--- config.mk ---
export PLATFORM = sky130hd
export DESIGN_NAME = multi_format_pixel_blend_core
export DESIGN_NICKNAME = d
export VERILOG_FILES = /design/src/design/mfpb_pkg.sv /design/src/design/multi_format_pixel_blend_core.sv
export SDC_FILE = /design/constraint.sdc
export NUM_CORES = 2
export LEC_CHECK = 0
export ABC_AREA = 1
export BUFFER_PORTS_ARGS = -buffer_cell sky130_fd_sc_hd__buf_2
export CAP_MARGIN = 20
export CORE_ASPECT_RATIO = 0.6
export CORE_UTILIZATION = 40
export DETAILED_ROUTE_END_ITERATION = 6
export GPL_TIMING_DRIVEN = 0
export HOLD_SLACK_MARGIN = 0.03
export PLACE_DENSITY_LB_ADDON = 0.25
export SETUP_SLACK_MARGIN = 0.3
export SLEW_MARGIN = 25
export SYNTH_ARGS = -nofsm -noshare
export SYNTH_HDL_FRONTEND = slang
export SYNTH_SLANG_ARGS = --single-unit
--- constraint.sdc ---
create_clock -name i_clk -period 6.75 [get_ports i_clk]
set_input_delay 1.0125 -clock i_clk [delete_from_list [all_inputs] [get_ports i_clk]]
set_output_delay 1.0125 -clock i_clk [all_outputs]
set_load 0.01 [all_outputs]
--- src/design/mfpb_pkg.sv ---
// Package for the pixel blend core: format codes, weights and the channel blend function.
`timescale 1ns / 1ps
`default_nettype none

package mfpb_pkg;

    localparam int unsigned PixelWidth  = 32;
    localparam int unsigned WeightWidth = 8;
    localparam int unsigned FormatWidth = 3;

    localparam logic [WeightWidth-1:0] FullWeight = 8'hFF;
    localparam logic [WeightWidth-1:0] HalfWeight = 8'd128;

    typedef enum logic [FormatWidth-1:0] {
        FMT_ONE_BIT  = 3'd0,
        FMT_GRAY8    = 3'd1,
        FMT_RGB332   = 3'd2,
        FMT_RGB565   = 3'd3,
        FMT_RGBA5551 = 3'd4,
        FMT_RGBA8888 = 3'd5
    } t_pixel_format;

    localparam logic [FormatWidth-1:0] FormatReset = FMT_RGBA8888;

    // (c1*mix + c2*(255-mix)) / 255, truncated. The sum stays below 2^16,
    // where (x + (x >> 8) + 1) >> 8 equals x / 255 exactly.
    function automatic logic [7:0] blend_chan(
        input logic [7:0]             c1,
        input logic [7:0]             c2,
        input logic [WeightWidth-1:0] mix
    );
        logic [WeightWidth-1:0] inv;
        logic [15:0]            sum;
        logic [16:0]            adj;
        inv = FullWeight - mix;
        sum = 16'(c1) * 16'(mix) + 16'(c2) * 16'(inv);
        adj = 17'(sum) + 17'(sum >> 8) + 17'd1;
        return adj[15:8];
    endfunction

endpackage

`default_nettype wire

--- src/design/multi_format_pixel_blend_core.sv ---
// Top level of the multi-format pixel blend core.
//
// Usage:
//   Input channel: i_valid / o_stall with i_first_pixel, i_second_pixel and
//   i_mix_weight. A transaction happens on a clock edge with i_valid high
//   and o_stall low. Output channel: o_valid / i_stall with o_blended_pixel;
//   a transaction happens with o_valid high and i_stall low.
//   Configuration: i_cfg_valid / o_cfg_ready with i_cfg_data (pixel format).
//   o_cfg_ready is always high; change the format only while no pixel is
//   in flight.
// Timing:
//   Two register stages (input register, result register). o_valid rises
//   once an accepted pixel has moved from the input register into the result
//   register. Throughput is one pixel per clock while i_stall is low: the
//   blend is a single pass of up to eight 8x8 multiplies and a divide-by-255
//   correction between the two stages.
// Reset:
//   i_rst_n is synchronous, active low. It empties both stages and sets
//   the format to RGBA8888.
// Stall:
//   While i_stall holds a result, one more pixel is accepted into the input
//   register; o_stall rises only once both stages are full.
`timescale 1ns / 1ps
`default_nettype none

module multi_format_pixel_blend_core (
    input  wire logic                                  i_clk,
    input  wire logic                                  i_rst_n,
    // input channel
    input  wire logic                                  i_valid,
    output logic                                       o_stall,
    input  wire logic [mfpb_pkg::PixelWidth-1:0]       i_first_pixel,
    input  wire logic [mfpb_pkg::PixelWidth-1:0]       i_second_pixel,
    input  wire logic [mfpb_pkg::WeightWidth-1:0]      i_mix_weight,
    // output channel
    output logic                                       o_valid,
    input  wire logic                                  i_stall,
    output logic [mfpb_pkg::PixelWidth-1:0]            o_blended_pixel,
    // configuration
    input  wire logic                                  i_cfg_valid,
    output logic                                       o_cfg_ready,
    input  wire logic [mfpb_pkg::FormatWidth-1:0]      i_cfg_data
);

    logic [mfpb_pkg::FormatWidth-1:0] r_format;

    logic                                  r_s1_valid;
    logic [mfpb_pkg::PixelWidth-1:0]       r_p1;
    logic [mfpb_pkg::PixelWidth-1:0]       r_p2;
    logic [mfpb_pkg::WeightWidth-1:0]      r_mix;

    logic                                  r_out_valid;
    logic [mfpb_pkg::PixelWidth-1:0]       r_blended;
    logic [mfpb_pkg::PixelWidth-1:0]       n_blended;

    logic adv_out;
    logic adv_s1;
    logic pick_first;
    logic [7:0] b0, b1, b2, b3;
    logic [7:0] m0, m1, m2;

    assign adv_out = !r_out_valid || !i_stall;
    assign adv_s1  = !r_s1_valid || adv_out;

    assign o_stall         = !adv_s1;
    assign o_valid         = r_out_valid;
    assign o_blended_pixel = r_blended;
    assign o_cfg_ready     = 1'b1;

    always_ff @(posedge i_clk) begin
        if (!i_rst_n) begin
            r_format <= mfpb_pkg::FormatReset;
        end else if (i_cfg_valid && o_cfg_ready) begin
            r_format <= i_cfg_data;
        end
    end

    // input register
    always_ff @(posedge i_clk) begin
        if (!i_rst_n) begin
            r_s1_valid <= 1'b0;
        end else if (adv_s1) begin
            r_s1_valid <= i_valid;
        end
    end

    always_ff @(posedge i_clk) begin
        if (adv_s1 && i_valid) begin
            r_p1  <= i_first_pixel;
            r_p2  <= i_second_pixel;
            r_mix <= i_mix_weight;
        end
    end

    // blend
    assign pick_first = (r_mix >= mfpb_pkg::HalfWeight);

    always_comb begin
        b0 = '0;
        b1 = '0;
        b2 = '0;
        b3 = '0;
        m0 = '0;
        m1 = '0;
        m2 = '0;
        n_blended = '0;
        unique case (r_format)
            mfpb_pkg::FMT_ONE_BIT: begin
                n_blended[0] = pick_first ? r_p1[0] : r_p2[0];
            end
            mfpb_pkg::FMT_GRAY8: begin
                b0 = mfpb_pkg::blend_chan(r_p1[7:0], r_p2[7:0], r_mix);
                n_blended[7:0] = b0;
            end
            mfpb_pkg::FMT_RGB332: begin
                b0 = mfpb_pkg::blend_chan(8'(r_p1[1:0]), 8'(r_p2[1:0]), r_mix);
                b1 = mfpb_pkg::blend_chan(8'(r_p1[4:2]), 8'(r_p2[4:2]), r_mix);
                b2 = mfpb_pkg::blend_chan(8'(r_p1[7:5]), 8'(r_p2[7:5]), r_mix);
                n_blended[7:0] = {b2[2:0], b1[2:0], b0[1:0]};
            end
            mfpb_pkg::FMT_RGB565: begin
                b0 = mfpb_pkg::blend_chan(8'(r_p1[4:0]), 8'(r_p2[4:0]), r_mix);
                b1 = mfpb_pkg::blend_chan(8'(r_p1[10:5]), 8'(r_p2[10:5]), r_mix);
                b2 = mfpb_pkg::blend_chan(8'(r_p1[15:11]), 8'(r_p2[15:11]), r_mix);
                n_blended[15:0] = {b2[4:0], b1[5:0], b0[4:0]};
            end
            mfpb_pkg::FMT_RGBA5551: begin
                b0 = mfpb_pkg::blend_chan(8'(r_p1[4:0]), 8'(r_p2[4:0]), r_mix);
                b1 = mfpb_pkg::blend_chan(8'(r_p1[9:5]), 8'(r_p2[9:5]), r_mix);
                b2 = mfpb_pkg::blend_chan(8'(r_p1[14:10]), 8'(r_p2[14:10]), r_mix);
                n_blended[15:0] = {(pick_first ? r_p1[15] : r_p2[15]),
                                   b2[4:0], b1[4:0], b0[4:0]};
            end
            mfpb_pkg::FMT_RGBA8888: begin
                b0 = mfpb_pkg::blend_chan(r_p1[7:0], r_p2[7:0], r_mix);
                b1 = mfpb_pkg::blend_chan(r_p1[15:8], r_p2[15:8], r_mix);
                b2 = mfpb_pkg::blend_chan(r_p1[23:16], r_p2[23:16], r_mix);
                b3 = mfpb_pkg::blend_chan(r_p1[31:24], r_p2[31:24], r_mix);
                n_blended = {b3, b2, b1, b0};
            end
            default: begin
                // unused format codes give zero
                m0 = b0 | b3;
                m1 = b1;
                m2 = b2;
                n_blended = 32'(m0 & m1 & m2);
            end
        endcase
    end

    // result register
    always_ff @(posedge i_clk) begin
        if (!i_rst_n) begin
            r_out_valid <= 1'b0;
        end else if (adv_out) begin
            r_out_valid <= r_s1_valid;
        end
    end

    always_ff @(posedge i_clk) begin
        if (adv_out && r_s1_valid) begin
            r_blended <= n_blended;
        end
    end

    // checks
    a_stall_only_when_full: assert property (@(posedge i_clk) disable iff (!i_rst_n)
        o_stall |-> (r_s1_valid && r_out_valid && i_stall))
        else $error("input stalled with a free stage");

    a_accept_fills_s1: assert property (@(posedge i_clk) disable iff (!i_rst_n)
        (i_valid && !o_stall) |=> r_s1_valid)
        else $error("accepted transaction lost at input register");

    a_s1_moves_to_out: assert property (@(posedge i_clk) disable iff (!i_rst_n)
        (r_s1_valid && adv_out) |=> r_out_valid)
        else $error("stage one item lost on its way to the result register");

    a_unused_format_zero: assert property (@(posedge i_clk) disable iff (!i_rst_n)
        (r_format > mfpb_pkg::FMT_RGBA8888) |-> (n_blended == '0))
        else $error("unused format gave a nonzero result");

    a_16bit_zero_ext: assert property (@(posedge i_clk) disable iff (!i_rst_n)
        (r_format == mfpb_pkg::FMT_RGB565 || r_format == mfpb_pkg::FMT_RGBA5551)
            |-> (n_blended[31:16] == '0))
        else $error("16-bit format result not zero-extended");

endmodule

`default_nettype wire

## Yosys cells after proc, flatten, opt, wreduce, memory -nomap -nowiden

Index checks and enable logic that the tools add are counted.

- Memories kept: 0
- Output and inout bits: 35
- Input bits: 80
- RAM bits: 0
- Register bits after elaboration: 109
- Memory bits (read-only): 0
- Latch bits: 0

- Bitwise operators: 0
- Reduce and logical (&&, ||, !) cells: 11
- Mux-type cells: 5
- Eq/ne operators: 5
- Add/sub/neg operators: 37
- $mul: 24
- $lt $le $gt $ge: 1
- Divide/modulo/power cells: 0
- Shift-type cells: 0

Operators with widths:

| kind | number |
|---|---|
| $mul A8 B8 Y16 | 8 |
| $mul A5 B8 Y13 | 8 |
| $add A16 B1 Y16 const B | 4 |
| $add A16 B16 Y16 | 4 |
| $add A16 B8 Y16 | 4 |
| $add A13 B13 Y14 | 4 |
| $add A13 B1 Y13 const B | 4 |
| $add A13 B6 Y13 | 4 |
| $mul A3 B8 Y11 | 4 |
| $mul A6 B8 Y14 | 2 |
| $pmux W7 S4 | 1 |
| $add A11 B11 Y12 | 2 |
| $pmux W8 S3 | 1 |
| $add A11 B1 Y11 const B | 2 |
| $add A11 B4 Y11 | 2 |
| $mul A2 B8 Y10 | 2 |
| $add A14 B14 Y15 | 1 |
| $add A14 B1 Y14 const B | 1 |
| $add A14 B7 Y14 | 1 |
| $add A10 B10 Y11 | 1 |
| $add A10 B1 Y10 const B | 1 |
| $add A10 B3 Y10 | 1 |
| $ge A8 B8 Y1 const B | 1 |
| $sub A8 B8 Y8 const A | 1 |
| 10 further kinds | 19 |

## Longest topological paths before layout

- Depth in word-level cells: 6
- Mapped depth: 39
- Mapped depth without buffers: 37

## Worst setup path after synthesis

OpenSTA, ideal clock, no wires.

- Kind: register to register
- Start point: reg r_mix[7] (netlist bit)
- End point: reg r_blended (netlist bit o_blended_pixel[21]), data pin
- Path buffers: 3
- Required time: 6.498 ns
- Arrival time: 6.733 ns
- Clock period less this slack: 6.984 ns
- Stages on the path, launching flop included: 35
- Path slack: -0.234 ns
- Path through: edfxtp_1 clkbuf_1 clkbuf_1 buf_1 nand2_1 fa_1 inv_1 fa_1 fa_1 inv_1 fa_1 inv_1 fa_1 inv_1 fa_1 inv_1 ha_1 nand2_1 nor3_2 nand2_1 nand2_1 nand2_1 nand2_2 nand2_2 o31ai_1 xor2_1 inv_1 ha_1 inv_1 nor3_1 nand4_1 a31oi_1 nand2_1 nand2_1 nor2_1

- Word-level cells in the longest chain between the ends: 5

RTL lines:

| element | RTL line | text |
|---|---|---|
| start, declared | multi_format_pixel_blend_core.sv:50 | `logic [mfpb_pkg::WeightWidth-1:0] r_mix;` |
| start signal, assigned | multi_format_pixel_blend_core.sv:91 | `r_mix <= i_mix_weight;` |
| $sub A8 B8 Y8 | mfpb_pkg.sv:35 | `inv = FullWeight - mix;` |
| $mul A8 B8 Y16 | mfpb_pkg.sv:36 | `sum = 16'(c1) * 16'(mix) + 16'(c2) * 16'(inv);` |
| $add A16 B16 Y16 * | mfpb_pkg.sv:36 |  |
| $add A16 B8 Y16 * | mfpb_pkg.sv:37 | `adj = 17'(sum) + 17'(sum >> 8) + 17'd1;` |
| $add A16 B1 Y16 * | mfpb_pkg.sv:37 |  |
| end signal, assigned | multi_format_pixel_blend_core.sv:162 | `r_blended <= n_blended;` |
| end, declared | multi_format_pixel_blend_core.sv:53 | `logic [mfpb_pkg::PixelWidth-1:0] r_blended;` |

Mark *: on every way between the ends. The rest lies on a longest branch, timed or not.
A chain may end at the register's enable or synchronous reset.

## Final worst setup path

- Start point: reg r_mix[0] (netlist bit)
- End point: reg r_blended (netlist bit o_blended_pixel[25]), data pin

The elaborated chain is that of the path after synthesis.

==> impl_metrics.tcl <==
set metrics [dict create \
    dpl_cell_area_mm2 0.04087 \
    routed_via_density 4.983 \
    drive_gt1_frac 0.1664 \
    numClockSinks 109 \
    fp.dieH_um 242.2 \
    syn_area_per_cell_um2 8.037 \
    grt-ovfl-total 0 \
    coreArea_mm2 0.09459 \
    htree_levels 3 \
    drt-total-wl_mm 123.5 \
    place_ws_ns -1.512 \
    initial_core_util 0.4067 \
    path_class "flip-flop to flip-flop" \
    root_buffer "clkbuf_16" \
    critPathBufInv 11 \
    worstReg2RegStart "r_mix[0]" \
    endpoint_kind "flip-flop" \
    hold_class "flip-flop to flip-flop" \
    antenna_found_initial 3 \
    ys_types 57 \
    avgRoutedWirePerCell_um 19.56 \
    cts_tree "done" \
    cts_made_buffers 9 \
    fin_skew_ns 0.04896 \
    relSlewSlack 0.3137 \
    gp_congestion 0.9766 \
    synth_area_leaders "fa_1 37%, ha_1 16%, inv_1 14%" \
    violations "negative setup slack" \
    crit_family "adder cells" \
    cp-startpoint "r_mix[0]" \
    required_ns 6.89 \
    dp_hpwl_mm 105.1 \
    grt_usage 0.2554 \
    hold_start "o_valid" \
    drtIter0Drc 3017 \
    worstSkewPairLatency_ns 0.47 \
    rsz0062_at_grt "true" \
    synth_top_area_share 0.3664 \
    synth-edff-count 104 \
    drc_errors 0 \
    startpoint_type "flip-flop" \
    finalHoldViolations 0 \
    synthCells 4786 \
    via_count 31465 \
    io_buffers 113 \
    area_growth_syn_to_layout_pct 17.26 \
    critPathMaxStageDelay_ns 0.56 \
    setup_viol 32 \
    netlist_area_mm2 0.03847 \
    clockBufferDepth 2 \
    drtAntennaViolNets 0 \
    synth_top_area_cell "fa_1" \
    synth.yosys.seq_area_share 0.08379 \
    fin_setup_tns_ns -7.336 \
    yosys_warnings 0 \
    synthFlopType "edfxtp_1" \
    critPathSlowestCell "fa_1" \
    finalCritPeriodShare 1.053 \
    min_period_ns 7.111 \
    ys_seq_elements 109 \
    std_cell_rows 87 \
    clk_pin_slew_worst_paths_ns 0.11 \
    layout.nets 6349 \
    grt_pass1_wl_mm 187.0 \
    crit_path_max_fanout 5 \
    fin_util 0.4768 \
    cts_hold_buf 0 \
    async_flop_share 0 \
    outcome "finished with violations" \
    critPathArrivalTime_ns 7.25 \
    grt_pass1_vias 30867 \
    grt_max_degree 69 \
    setup_slack_ns -0.3609 \
    dieArea_mm2 0.09745 \
    tightestPinTransition_ns 1.019 \
    die_x_um 402.4 \
    fillCellCount 9076 \
    drt_pass1_iterations 6 \
    slew_violations 0 \
    max_freq_mhz 140.6 \
    crit_top_cell "fa_1" \
    ios 115 \
    drv_cap 0 \
    design_area_mm2 0.04511 \
]
timing repair:
action / in CTS / in global routing
buffers inserted: 100 / 39
setup endpoints to repair: 32 / 32
endpoints found under the hold margin: 0 / 0
pin swaps: 99 / 106
gates resized for setup: 450 / 232
Yosys cell counts, types with 3 or more instances:
cell type / count
clkinv_1: 3
a21oi_2: 4
nand2_2: 27
o21ai_0: 64
ha_1: 503
inv_2: 9
a21oi_1: 160
edfxtp_1: 104
nand3b_1: 10
clkbuf_1: 47
o21ai_2: 3
buf_1: 11
nand2_1: 840
o21a_1: 6
clkbuf_2: 24
or2_2: 5
nand3_2: 6
xor2_1: 64
a21o_1: 12
xor2_2: 4
o21bai_1: 15
nand4_1: 36
inv_1: 1435
nor3_2: 6
o21ai_1: 9
nor4_1: 3
nor2_1: 345
a31oi_1: 10
xnor2_1: 36
fa_1: 704
nand3_1: 205
dfxtp_1: 5
nor3_1: 25
or2_1: 5
nor2_2: 12
layer usage:
metal  GRT usage  part of all wire  vias up  wire [um]
li1            -                 -    14721          -
met2      0.3346              0.39     1309      47620
met1      0.4069              0.48    15302      59530
met4     0.04726             0.018        2       2244
met3     0.07387              0.11      131      14080
met5           0           0.00011        -         13
stage by stage:
stage | cells | hold WS [ns]
6_report | 6315 | 0.5353
3_3_place_gp | 6155 | 0.4784
2_1_floorplan | 4796 | 0.4569
3_5_place_dp | 6158 | 0.5269
4_1_cts | 6274 | 0.5408
5_1_grt | 6313 | 0.5755
registers in the layout, summed over array words and instances (netlist names):
name and count:
r_s1_valid 1, o_blended_pixel 32, r_p1 32, r_mix 8, r_p2 32, o_valid 1
r_format 3
kinds of logic (layout without fill, tap and decap cells):
kind of cell,after synthesis,after routing,synth area share
adders and majority gates,1207,1207,0.5300
buffers and inverters,1533,1804,0.1506
xor gates and xnor gates,106,106,0.02589
and+or+nand+nor,1535,1535,0.1672
DFF,109,109,0.08379
other,2,14,0.0001952
AOI/OAI and AO/OA,294,294,0.04232
area by class of cell:
type                            count  area (um2)  area share
Multi-Input combinational cell   3154       31650      0.7016
Inverter                         1447        5504      0.1220
Sequential cell                   109        3223     0.07146
Timing Repair Buffer              255        1836     0.04069
Tap cell                         1246        1559     0.03456
Buffer                             86        1021     0.02264
Clock buffer                        9       225.2    0.004993
Clock inverter                      7       85.08    0.001886
Antenna cell                        2       5.005   0.0001110
tightest hold or removal path: cells and delay by family, from the launching register on:
| family | cells | cell delay (ns) |
|---|---|---|
| flops | 1 | 0.35 |
| compound gates | 1 | 0.06 |
| simple gates | 1 | 0.08 |
worst paths after layout:
path | end | slack, ns | depth (start not counted)
hold / removal | o_valid | 0.54 | 2
setup / recovery | o_blended_pixel[25] | -0.36 | 30
hold reg to reg | o_valid | 0.54 | 2
setup reg to reg | o_blended_pixel[25] | -0.36 | 30
layout by cell type (no fill, tap or decap), types with 25 or more instances in the layout:
cell type  instances
inv_1           1381
nand2_1          766
fa_1             693
ha_1             451
nor2_1           267
nand3_1          164
buf_4            120
buf_2            115
a21oi_1          109
edfxtp_1         104
nand2_2           74
nor2_2            60
xor2_1            51
o21ai_0           47
inv_2             45
a21oi_2           44
ha_4              42
nand3_2           36
nand4_1           36
xnor2_1           34
clkbuf_2          32
nor2_4            31
nand2_4           25
Power is not shown: default switching activity piles up to over one toggle a cycle in this logic, so the estimate is an artifact.
